### src/sv/srid_pkg.sv
// Package for the shared route-id allocator: sizes, function codes,
// sequencer states and the slot entry type. No dependencies.
package srid_pkg;

  localparam int SLOTS       = 16;
  localparam int DIMS        = 5;
  localparam int COORD_BITS  = 6;
  localparam int MAX_SHARERS = 255;

  localparam int IN_BOX_W = 30;
  localparam int BOX_W    = DIMS * COORD_BITS;
  localparam int CHAN_W   = 3;
  localparam int SLOT_W   = 4;
  localparam int MASK_W   = 16;
  localparam int IDX_W    = (SLOTS > 1) ? $clog2(SLOTS) : 1;
  localparam int CNT_W    = $clog2(SLOTS + 1);
  localparam int SH_W     = $clog2(MAX_SHARERS + 1);

  typedef enum logic [1:0] {
    FUNC_QUERY   = 2'd0,
    FUNC_CLAIM   = 2'd1,
    FUNC_RELEASE = 2'd2,
    FUNC_NOP     = 2'd3
  } func_e;

  typedef enum logic [1:0] {
    ST_IDLE,
    ST_SCAN,
    ST_MODIFY,
    ST_RESP
  } state_e;

  typedef struct packed {
    logic [CHAN_W-1:0] chan;
    logic [BOX_W-1:0]  lo;
    logic [BOX_W-1:0]  hi;
  } entry_t;

endpackage

### src/sv/shared_route_id_allocator_unit.sv
// Shared route-id allocator: slot table, scan sequencer and claim/release logic.
// Depends on srid_pkg.
// Query: slots are scanned in ST_SCAN before the strobe in ST_RESP (one slot
// compared per cycle via the registered table read port); stops early on a hit.
// Claim and release go via ST_MODIFY to the strobe; no-op goes to it directly.
// busy_o stays high through the strobe cycle; a new transfer can land after it.
// Reset clears all sharer counts and the sequencer; box and channel entries
// are unset until claimed and are compared only for occupied slots.
module shared_route_id_allocator_unit (
  input  logic                            clk_i,
  input  logic                            rst_ni,
  input  logic                            start_i,
  output logic                            busy_o,
  input  logic [1:0]                      func_i,
  input  logic [srid_pkg::SLOT_W-1:0]     slot_i,
  input  logic [srid_pkg::CHAN_W-1:0]     channel_i,
  input  logic [srid_pkg::IN_BOX_W-1:0]   box_low_i,
  input  logic [srid_pkg::IN_BOX_W-1:0]   box_high_i,
  output logic                            done_o,
  output logic [srid_pkg::MASK_W-1:0]     slot_mask_o,
  output logic                            edge_flag_o,
  output logic                            fault_o
);

  srid_pkg::state_e state_q, state_d;

  // Request registers
  srid_pkg::func_e                func_q;
  logic [srid_pkg::SLOT_W-1:0]    slot_q;
  srid_pkg::entry_t               req_q;

  // Slot table
  srid_pkg::entry_t               mem [srid_pkg::SLOTS];
  logic [srid_pkg::SH_W-1:0]      sharers_q [srid_pkg::SLOTS];

  // Scan pipeline
  logic [srid_pkg::CNT_W-1:0]     idx_q;
  logic [srid_pkg::IDX_W-1:0]     cmp_idx_q;
  logic                           cmp_vld_q;
  srid_pkg::entry_t               rd_q;
  logic [srid_pkg::SLOTS-1:0]     free_q;

  // Results
  logic [srid_pkg::MASK_W-1:0]    mask_q;
  logic                           edge_q;
  logic                           fault_q;

  logic                           accept;
  logic                           issue;
  logic                           occ;
  logic                           hit;
  logic                           last;
  logic [srid_pkg::SLOTS-1:0]     cmp_bit;
  logic [srid_pkg::SLOTS-1:0]     free_next;
  logic [srid_pkg::IDX_W-1:0]     mod_idx;
  logic [srid_pkg::SH_W-1:0]      mod_cnt;
  logic                           slot_oor;
  logic                           mod_fault;
  logic                           do_write;

  assign accept    = start_i && !busy_o;
  assign issue     = (state_q == srid_pkg::ST_SCAN) &&
                     (idx_q < srid_pkg::CNT_W'(srid_pkg::SLOTS));

  // Shared compare unit: one stored slot against the request per cycle
  assign occ       = sharers_q[cmp_idx_q] != '0;
  assign hit       = cmp_vld_q && occ && (rd_q == req_q);
  assign last      = cmp_idx_q == srid_pkg::IDX_W'(srid_pkg::SLOTS - 1);
  assign cmp_bit   = srid_pkg::SLOTS'(1) << cmp_idx_q;
  assign free_next = (cmp_vld_q && !occ) ? (free_q | cmp_bit) : free_q;

  assign mod_idx   = srid_pkg::IDX_W'(slot_q);
  assign mod_cnt   = sharers_q[mod_idx];
  assign slot_oor  = 32'(slot_q) >= 32'(srid_pkg::SLOTS);
  always_comb begin
    mod_fault = slot_oor;
    if (!slot_oor) begin
      if (func_q == srid_pkg::FUNC_CLAIM) begin
        mod_fault = mod_cnt >= srid_pkg::SH_W'(srid_pkg::MAX_SHARERS);
      end else begin
        mod_fault = mod_cnt == '0;
      end
    end
  end
  assign do_write = (state_q == srid_pkg::ST_MODIFY) && !mod_fault &&
                    (func_q == srid_pkg::FUNC_CLAIM);

  // Next state
  always_comb begin
    state_d = state_q;
    unique case (state_q)
      srid_pkg::ST_IDLE: begin
        if (accept) begin
          unique case (srid_pkg::func_e'(func_i)) inside
            srid_pkg::FUNC_QUERY:                          state_d = srid_pkg::ST_SCAN;
            srid_pkg::FUNC_CLAIM, srid_pkg::FUNC_RELEASE:  state_d = srid_pkg::ST_MODIFY;
            default:                                       state_d = srid_pkg::ST_RESP;
          endcase
        end
      end
      srid_pkg::ST_SCAN: begin
        if (cmp_vld_q && (hit || last)) begin
          state_d = srid_pkg::ST_RESP;
        end
      end
      srid_pkg::ST_MODIFY: state_d = srid_pkg::ST_RESP;
      srid_pkg::ST_RESP:   state_d = srid_pkg::ST_IDLE;
      default:             state_d = srid_pkg::ST_IDLE;
    endcase
  end

  // Outputs
  always_comb begin
    busy_o      = state_q != srid_pkg::ST_IDLE;
    done_o      = state_q == srid_pkg::ST_RESP;
    slot_mask_o = mask_q;
    edge_flag_o = edge_q;
    fault_o     = fault_q;
  end

  always_ff @(posedge clk_i or negedge rst_ni) begin
    if (!rst_ni) begin
      state_q   <= srid_pkg::ST_IDLE;
      idx_q     <= '0;
      cmp_vld_q <= 1'b0;
    end else begin
      state_q <= state_d;
      if (accept) begin
        idx_q     <= '0;
        cmp_vld_q <= 1'b0;
      end else begin
        cmp_vld_q <= issue && !hit;
        if (issue) begin
          idx_q <= idx_q + 1'b1;
        end
      end
    end
  end

  // Sharer counts
  always_ff @(posedge clk_i or negedge rst_ni) begin
    if (!rst_ni) begin
      for (int i = 0; i < srid_pkg::SLOTS; i++) begin
        sharers_q[i] <= '0;
      end
    end else if (state_q == srid_pkg::ST_MODIFY && !mod_fault) begin
      if (func_q == srid_pkg::FUNC_CLAIM) begin
        sharers_q[mod_idx] <= mod_cnt + 1'b1;
      end else begin
        sharers_q[mod_idx] <= mod_cnt - 1'b1;
      end
    end
  end

  // Box and channel table: one write port, one registered read port
  always_ff @(posedge clk_i) begin
    if (do_write) begin
      mem[mod_idx] <= req_q;
    end
    if (issue) begin
      rd_q      <= mem[idx_q[srid_pkg::IDX_W-1:0]];
      cmp_idx_q <= idx_q[srid_pkg::IDX_W-1:0];
    end
  end

  // Request capture and result registers
  always_ff @(posedge clk_i) begin
    if (accept) begin
      func_q       <= srid_pkg::func_e'(func_i);
      slot_q       <= slot_i;
      req_q.chan   <= channel_i;
      req_q.lo     <= box_low_i[srid_pkg::BOX_W-1:0];
      req_q.hi     <= box_high_i[srid_pkg::BOX_W-1:0];
      free_q       <= '0;
      mask_q       <= '0;
      edge_q       <= 1'b0;
      fault_q      <= 1'b0;
    end else begin
      unique case (state_q)
        srid_pkg::ST_SCAN: begin
          free_q <= free_next;
          if (hit) begin
            mask_q <= srid_pkg::MASK_W'(cmp_bit);
          end else if (cmp_vld_q && last) begin
            mask_q <= srid_pkg::MASK_W'(free_next);
          end
        end
        srid_pkg::ST_MODIFY: begin
          fault_q <= mod_fault;
          if (func_q == srid_pkg::FUNC_CLAIM) begin
            edge_q <= !mod_fault && (mod_cnt == '0);
          end else begin
            edge_q <= !mod_fault && (mod_cnt == srid_pkg::SH_W'(1));
          end
        end
        default: begin
        end
      endcase
    end
  end

  // Checks
  a_flags_exclusive: assert property (@(posedge clk_i) disable iff (!rst_ni)
    done_o |-> !(edge_flag_o && fault_o))
    else $error("edge and fault both set");

  a_query_no_flags: assert property (@(posedge clk_i) disable iff (!rst_ni)
    (done_o && func_q == srid_pkg::FUNC_QUERY) |-> (!edge_flag_o && !fault_o))
    else $error("query result carries flags");

  a_modify_no_mask: assert property (@(posedge clk_i) disable iff (!rst_ni)
    (done_o && func_q != srid_pkg::FUNC_QUERY) |-> (slot_mask_o == '0))
    else $error("non-query result carries a mask");

  a_strobe_single: assert property (@(posedge clk_i) disable iff (!rst_ni)
    done_o |=> !done_o)
    else $error("result strobe longer than one cycle");

  a_accept_busy: assert property (@(posedge clk_i) disable iff (!rst_ni)
    accept |=> busy_o)
    else $error("not busy after transfer");

endmodule

### config.mk
export PLATFORM = sky130hd
export DESIGN_NAME = shared_route_id_allocator_unit
export DESIGN_NICKNAME = d
export VERILOG_FILES = /design/src/sv/srid_pkg.sv /design/src/sv/shared_route_id_allocator_unit.sv
export SDC_FILE = /design/constraint.sdc
export NUM_CORES = 1
export LEC_CHECK = 0
export ABC_CLOCK_PERIOD_IN_PS = 13750
export BUFFER_PORTS_ARGS = -buffer_cell sky130_fd_sc_hd__buf_2
export CAP_MARGIN = 20
export CORE_MARGIN = 2
export CORE_UTILIZATION = 60
export DETAILED_ROUTE_END_ITERATION = 12
export GPL_TIMING_DRIVEN = 0
export PLACE_DENSITY = 0.83
export REMOVE_ABC_BUFFERS = 1
export SYNTH_ARGS = -nofsm -noshare
export SYNTH_HDL_FRONTEND = slang
export SYNTH_SLANG_ARGS = --single-unit
### constraint.sdc
create_clock -name clk_i -period 13.75 [get_ports clk_i]
set_input_delay 0 -clock clk_i [delete_from_list [all_inputs] [get_ports clk_i]]
set_output_delay 0 -clock clk_i [all_outputs]
set_load 0.005 [all_outputs]
==> flow_summary.rst, run 1 <==
.. list-table::
   :header-rows: 1

   * - Metric
     - Value
   * - First-pass GRT wire length
     - 200 mm
   * - Root Buffer
     - sky130_fd_sc_hd__clkbuf_16
   * - Critical path class
     - reg2reg
   * - Number of nets with antenna violations after routing
     - 0
   * - Top fanout value on the critical path
     - 34
   * - Hold EP
     - req_q[58]
   * - Count of vias placed by the detailed router
     - 27261
   * - Number of nets in the finished design
     - 2739
   * - Total power
     - 11.6 mW
   * - Slew at the pin with the worst max-slew slack
     - 1100 ps
   * - Grt ovf
     - 0
   * - Total CTS buffers
     - 121
   * - Reg-to-reg setup timing slack
     - 8130 ps
   * - Cell Area, Placed
     - 54400 um^2
   * - Post-synthesis cell type count
     - 80
   * - Clock power frac
     - 30.6%
   * - Startpoint class of the critical path
     - flip-flop
   * - Count of input and output buffers
     - 91
   * - Power per cell area
     - 194 nW/um^2
   * - Max Cap Violations
     - 0
   * - CP Capture Type
     - flip-flop
   * - Share of power burned in combinational logic
     - 23.6%
   * - Highest-delay cell along the critical path
     - sky130_fd_sc_hd__edfxtp_1
   * - Adder-cell share of the synthesized area
     - 0.264%
   * - Top flip-flop cell by instance count after synthesis
     - sky130_fd_sc_hd__edfxtp_1
   * - Sinks on the clock net
     - 1314
   * - Synthesis-to-finish area growth
     - 14.3%
   * - Part of the Yosys area used for sequential elements
     - 73.8%
   * - Status
     - finished, final reports clean
   * - Number of cells produced by synthesis
     - 2433
   * - Netlist area before placement
     - 52100 um^2
   * - Row cnt
     - 108
   * - Arrival time worst endpoint
     - 6010 ps
   * - Number of fill cells in the layout
     - 4894
   * - Fraction of synthesized area in multiplexers
     - 18.2%
   * - Crit path cell chain
     - buf_16, mux4_2, a22o_1, nor2_4, inv_1, ha_1, nand2_1, nor3_2, nand4_2, and3_1, and2_4, buf_16
   * - Vert. Die Dim
     - 299 um
   * - Area enclosed by the die boundary
     - 89200 um^2
   * - Xor/xnor cell area share of the yosys netlist
     - 0.864%
   * - Clock Skews
     - 41.0 ps
   * - Max frequency
     - 0.178 GHz
   * - Switch share
     - 29.2%
   * - Number of design-rule violations left by the first detailed-router iteration
     - 4090
   * - Top library cells by usage in the layout, fill and taps aside
     - 1144 x sky130_fd_sc_hd__edfxtp_1, 347 x sky130_fd_sc_hd__mux4_2, 132 x sky130_fd_sc_hd__dfrtp_1, 121 x sky130_fd_sc_hd__clkbuf_16, 106 x sky130_fd_sc_hd__dlygate4sd3_1
   * - Resized cells post-CTS
     - 0
   * - Average routed wire per standard cell
     - 35.2 um
   * - Classification of the worst-slack hold path
     - in2reg
   * - Drc violations
     - 0
   * - Power share of the sequential group
     - 45.8%
   * - Number of detailed-routing iterations run before antenna repair
     - 6
   * - Total core area
     - 86500 um^2
   * - Via density
     - 6.98
   * - Pin count of the biggest net entering global routing
     - 72
   * - Number of failing setup endpoints in the final timing report
     - 0
   * - Synth async-reset ratio
     - 10.4%
   * - Final Max Slew Viols
     - 0
   * - Buffer levels on the longest clock path
     - 3
   * - Share of the clock period used by the worst path
     - 40.8%
   * - Most frequent cell on the critical path
     - sky130_fd_sc_hd__buf_16
   * - Number of enable-type register cells in the synthesized netlist
     - 1144
   * - Startpoint of the worst-slack reg-to-reg timing path
     - mod_idx[0]
   * - Internal cell power
     - 8.19 mW
   * - Clock insertion delay at the later pin of the skew report
     - 730 ps
   * - Leakage
     - 19.8 nW
   * - CTS tree
     - built
   * - Cells on Worst Hold Path
     - 2
   * - Number of global-route vias before repair
     - 28398
   * - Initial antenna violation count
     - 2
   * - Psw
     - 3.38 mW
   * - Top-level port count
     - 92
   * - Yosys warns
     - 0
   * - Capture point of the worst reg-to-reg path
     - mem[8][39]
   * - Number of H-tree levels
     - 3
   * - Initial Utilization
     - 60.3%
   * - Shortest period the worst path allows
     - 5620 ps
   * - Main combinational cell family by area after synthesis
     - multiplexers
   * - Path depth of the worst reg2reg path
     - 12
   * - Clock-pin slew reported for the worst setup and hold paths after clock tree synthesis
     - 60 ps
   * - Critical hold path startpoint
     - box_low_i[28]
   * - Share of layout cells above drive strength 1
     - 30.0%
   * - Synth Register Bits
     - 1314
   * - Synthesized-area fraction occupied by and/or/nand/nor cells
     - 3.17%
   * - Final HPWL from detailed placement
     - 65.8 mm
   * - Average cell area after synthesis
     - 21.4 um^2
   * - Global placement routability congestion
     - 0.883
   * - Relative slew margins
     - 25.1%
   * - Critical Path RT
     - 14140 ps
   * - Worst VDD drop
     - 0.167 mV
   * - Compound-Gate Fraction of Synth Area
     - 2.19%
   * - Leading cell type in the layout, fill and taps excluded
     - sky130_fd_sc_hd__edfxtp_1
   * - Largest stage delay on the critical path
     - 860 ps
   * - Final Cell Area
     - 59600 um^2
   * - Setup repair after global routing missed its margin
     - false
   * - First element of the critical path
     - mod_idx[0]
   * - Final hold violation count
     - 0
   * - Total Routing Usage GR
     - 31.3%
   * - Width of the die
     - 299 um
   * - Total length of routed wires
     - 137 mm
## layer usage
metal	GRT usage (%)	up-vias	part of all wire, %
met5	0	-	0
met4	13.3	0	4.3
met3	5.79	353	10
met2	51.5	2168	51
met1	41.8	14168	35
li1	-	10572	-
## how the worst max path moves through the flow
stage                   endpoint  depth (start not counted)  slack [ps]
finish                mem[8][39]                         12        8130
global route          mem[8][39]                         12        7890
detailed placement    mem[8][48]                         12        8190
global placement    cmp_idx_q[0]                          0       -1320
floorplan           cmp_idx_q[0]                          0        2720
CTS                   mem[8][35]                         12        8160
## cells in the mapped netlist, types with 9 or more instances
library cell / instances / area share [%]
sky130_fd_sc_hd__mux2_4: 84 / 2.4
sky130_fd_sc_hd__xnor2_1: 17 / 0.29
sky130_fd_sc_hd__and3_4: 12 / 0.26
sky130_fd_sc_hd__a21oi_1: 10 / 0.096
sky130_fd_sc_hd__dfxtp_1: 34 / 1.3
sky130_fd_sc_hd__nand2b_1: 30 / 0.36
sky130_fd_sc_hd__nor2b_1: 19 / 0.23
sky130_fd_sc_hd__clkbuf_1: 78 / 0.56
sky130_fd_sc_hd__and3_1: 23 / 0.28
sky130_fd_sc_hd__xor2_1: 27 / 0.45
sky130_fd_sc_hd__buf_2: 21 / 0.20
sky130_fd_sc_hd__nor2_1: 54 / 0.39
sky130_fd_sc_hd__dfrtp_1: 136 / 6.5
sky130_fd_sc_hd__edfxtp_1: 1144 / 66
sky130_fd_sc_hd__inv_1: 23 / 0.17
sky130_fd_sc_hd__buf_1: 18 / 0.13
sky130_fd_sc_hd__buf_6: 18 / 0.39
sky130_fd_sc_hd__and2_1: 19 / 0.23
sky130_fd_sc_hd__mux2_2: 27 / 0.58
sky130_fd_sc_hd__o21ai_0: 9 / 0.086
sky130_fd_sc_hd__nand2_1: 41 / 0.30
sky130_fd_sc_hd__a41oi_1: 13 / 0.22
sky130_fd_sc_hd__ha_1: 11 / 0.26
sky130_fd_sc_hd__mux4_2: 347 / 15
sky130_fd_sc_hd__nor4_1: 33 / 0.40
sky130_fd_sc_hd__a31oi_1: 41 / 0.49
## repair_timing
action	4_1_cts	5_1_grt
setup buffers	0	0
hold buffers	107	0
hold endpoints to repair	207	0
## power groups by stage
stage	clock network [mW]	registers [mW]	logic [mW]
2_1_floorplan	0	5.40	2.11
3_3_place_gp	0	5.66	2.81
3_5_place_dp	0	5.35	2.58
4_1_cts	3.53	5.28	2.69
5_1_grt	3.68	5.35	2.85
6_report	3.54	5.30	2.73
## layout make-up
class | count | area, um^2 | area share [%]
Tap cell | 1155 | 1450 | 2.43
Clock inverter | 69 | 913 | 1.53
Inverter | 24 | 95.1 | 0.160
Timing Repair Buffer | 240 | 2590 | 4.35
Clock buffer | 149 | 3150 | 5.29
Antenna cell | 1 | 2.50 | 0.00420
Sequential cell | 1314 | 38500 | 64.5
Multi-Input combinational cell | 955 | 12900 | 21.7
## stage by stage
step | setup TNS [ps] | hold WS [ps] | instances | setup WS (ps) | utilization (%)
after detailed placement | 0 | 68.0 | 3580 | 8190 | 62.9
after global routing | 0 | 15.1 | 3906 | 7890 | 68.9
after CTS | 0 | 0.432 | 3905 | 8160 | 68.9
after floorplan | 0 | -296 | 2293 | 2720 | -
final | 0 | 19.9 | 3907 | 8130 | 68.9
after global placement | -65980 | 176 | 3539 | -1320 | 61.6
## registers in the layout, indices dropped and copies added, names as in the netlist, 2 cells and up, named ones only
signal / count
mem: 1008
req_q: 63
cmp_idx_q: 4
state_q: 2
func_q: 2
rd_q: 63
idx_q: 5
free_q: 16
slot_mask_o: 16
mod_idx: 4
sharers_q: 112
## critical path: cells and delay by family (launching register included)
family	cells	cell delay (ps)
AOI/OAI and AO/OA	1	290
DFF	1	860
and+or+nand+nor	6	2510
adders and majority gates	1	240
muxes	1	530
buffers and inverters	3	750
## logic make-up (layout without fill, tap and decap cells)
kind of cell / after synthesis / after routing
AOI/OAI and AO/OA: 149 / 149
buffers and inverters: 164 / 482
other: 0 / 1
muxes: 465 / 465
DFF: 1314 / 1314
xor gates and xnor gates: 48 / 48
adders and majority gates: 11 / 11
and+or+nand+nor: 282 / 282
Note: power is estimated with default switching activity, not from simulation.
==> run 2: changes to the inputs <==
ABC_CLOCK_PERIOD_IN_PS = 5000   (was 13750)
CORE_UTILIZATION = 56   (was 60)
PLACE_DENSITY = 0.81   (was 0.83)
clock period = 5 ns   (was 13.75 ns; I/O delays follow)
==> flow_summary.rst, run 2 (synthesis gave the netlist of run 1 again) <==
.. list-table::
   :header-rows: 1

   * - Metric
     - Value
   * - DP Cell Count
     - 3666
   * - Total core area
     - 91900 um^2
   * - Leakage
     - 20.0 nW
   * - Vert. Die Dim
     - 309 um
   * - Number of H-tree levels
     - 4
   * - Relative slew margins
     - 6.99%
   * - Arrival time worst endpoint
     - 5190 ps
   * - CP Capture Type
     - flip-flop
   * - Initial Utilization
     - 56.7%
   * - Final Non-Filler Cells
     - 4035
   * - Crit path setup slack, layout
     - 211 ps
   * - Startpoint class of the critical path
     - flip-flop
   * - Synthesis-to-finish area growth
     - 15.6%
   * - Slew at the pin with the worst max-slew slack
     - 1390 ps
   * - Pin count of the biggest net entering global routing
     - 109
   * - Max frequency
     - 0.209 GHz
   * - Sinks on the clock net
     - 1314
   * - Final hold slack
     - 27.8 ps
   * - Number of failing setup endpoints in the final timing report
     - 0
   * - Top fanout value on the critical path
     - 42
   * - Initial antenna violation count
     - 1
   * - Number of global-route vias before repair
     - 28386
   * - Number of detailed-routing iterations run before antenna repair
     - 5
   * - Max Cap Violations
     - 0
   * - Antenna cell count
     - 0
   * - Total power
     - 32.0 mW
   * - Global placement routability congestion
     - 0.888
   * - Register name with the most flops
     - mem
   * - Clock insertion delay at the later pin of the skew report
     - 770 ps
   * - Critical Path RT
     - 5400 ps
   * - Row cnt
     - 111
   * - Share of the clock period used by the worst path
     - 95.8%
   * - Top-level port count
     - 92
   * - Shortest period the worst path allows
     - 4790 ps
   * - Total length of routed wires
     - 135 mm
   * - Drc violations
     - 0
   * - Worst-case setup slack after placement
     - -491 ps
   * - Global Route met2 Usage
     - 47.6%
   * - Root Buffer
     - sky130_fd_sc_hd__clkbuf_16
   * - Grt ovf
     - 0
   * - Post-layout utilization of the core
     - 65.5%
   * - Met1 usage
     - 37.6%
   * - Share of layout cells above drive strength 1
     - 30.4%
   * - Top library cells by usage in the layout, fill and taps aside
     - 1144 x sky130_fd_sc_hd__edfxtp_1, 347 x sky130_fd_sc_hd__mux4_2, 135 x sky130_fd_sc_hd__clkbuf_16, 132 x sky130_fd_sc_hd__dfrtp_1, 128 x sky130_fd_sc_hd__dlygate4sd3_1
   * - Final Max Slew Viols
     - 0
   * - Average routed wire per standard cell
     - 33.3 um
   * - Number of nets in the finished design
     - 2774
   * - Buffer levels on the longest clock path
     - 3
   * - Critical path class
     - reg2reg
   * - Via density
     - 6.76
   * - Area enclosed by the die boundary
     - 95500 um^2
   * - Most used routing layer in global routing
     - met2
   * - Leading registers by flop count
     - mem x1008, sharers_q x112
   * - Clock-pin slew reported for the worst setup and hold paths after clock tree synthesis
     - 60 ps
   * - Number of flip-flops under the largest register name
     - 1008
   * - CTS tree
     - built
   * - Leading cell type in the layout, fill and taps excluded
     - sky130_fd_sc_hd__edfxtp_1
   * - Final hold violation count
     - 0
   * - Clock Skews
     - 62.9 ps
   * - Number of design-rule violations left by the first detailed-router iteration
     - 3877
   * - Total CTS buffers
     - 130
   * - Count of input and output buffers
     - 91
   * - First-pass GRT wire length
     - 195 mm
   * - Number of nets with antenna violations after routing
     - 0
   * - Met3 GRT Util
     - 5.19%
   * - Total Routing Usage GR
     - 28.7%
   * - Width of the die
     - 309 um
   * - Worst VDD drop
     - 0.365 mV
   * - Classification of the worst-slack hold path
     - in2reg
   * - Count of vias placed by the detailed router
     - 27281
   * - Status
     - finished, final reports clean
   * - Final HPWL from detailed placement
     - 64.9 mm
   * - Setup repair after global routing missed its margin
     - false
   * - Power per cell area
     - 532 nW/um^2
-- run 2: changes by cell type in the layout (fill, tap and decap cells not counted), sizes merged --
cell | before | now
buf | 134 | 136
clkinv | 38 | 55
diode | 1 | 0
clkinvlp | 6 | 4
clkbuf | 149 | 158
and2 | 20 | 22
inv | 30 | 28
bufinv | 19 | 12
dlygate4sd3 | 106 | 128
-- run 2: worst max-delay path, cell delays in order, from the launching register on --
cell and delay, ps:
sky130_fd_sc_hd__edfxtp_1 370, sky130_fd_sc_hd__buf_12 140, sky130_fd_sc_hd__buf_16 150, sky130_fd_sc_hd__mux4_2 510
sky130_fd_sc_hd__a22o_1 300, sky130_fd_sc_hd__nor2_4 520, sky130_fd_sc_hd__inv_1 140, sky130_fd_sc_hd__ha_1 230
sky130_fd_sc_hd__nand2_1 100, sky130_fd_sc_hd__nor3_2 90, sky130_fd_sc_hd__nand4_4 350, sky130_fd_sc_hd__and3_1 530
sky130_fd_sc_hd__and2_4 570, sky130_fd_sc_hd__buf_16 360
-- run 2: stage by stage --
stage | instance area [um^2] | TNS [ps]
floorplan | 51400 | -1221720
global placement | 53400 | -4889010
detailed placement | 54500 | -205410
CTS | 60200 | 0
global route | 60200 | 0
finish | 60200 | 0
-- run 2: timing repair --
action	4_1_cts	5_1_grt
endpoints found under the setup margin	828	416
hold endpoints to repair	207	0
resized for setup	1	1
gates cloned	0	2
hold buffers	129	0
buffers inserted	5	0
-- run 2: report_power, final --
part	internal (mW)	total [mW]	switching (mW)	leakage [nW]
sequential	13.3	14.6	1.27	12.4
combinational	3.70	7.45	3.75	5.55
clock	5.67	10.0	4.35	2.11
total	22.7	32.0	9.37	20.0
-- run 2: path summary, 6_finish.rpt --
path                                 start                         end  slack [ps]  cells after the start
max                             mod_idx[0]                  mem[13][7]         210                     13
min                          box_low_i[27]                   req_q[57]          30                      2
max reg2reg                     mod_idx[0]                  mem[13][7]         210                     13
min reg2reg                slot_mask_o[15]             slot_mask_o[15]         480                      2
max in group asynchronous           rst_ni                    idx_q[0]        4100                      4
min in group asynchronous           rst_ni  asynchronous set/reset pin         310                      4
-- run 2: layer usage --
layer,part of all wire (%),vias to the layer above
met3,9.9,371
met5,0.0089,-
li1,-,10644
met2,51,1992
met4,4.4,2
met1,35,14272
-- run 2: final cells by class --
cell class                      count  area, um^2
Timing Repair Buffer              264        2830
Fill cell                        5603       31700
Inverter                           24        95.1
Clock buffer                      158        3490
Multi-Input combinational cell    957       13000
Tap cell                         1243        1560
Clock inverter                     75         857
Sequential cell                  1314       38500
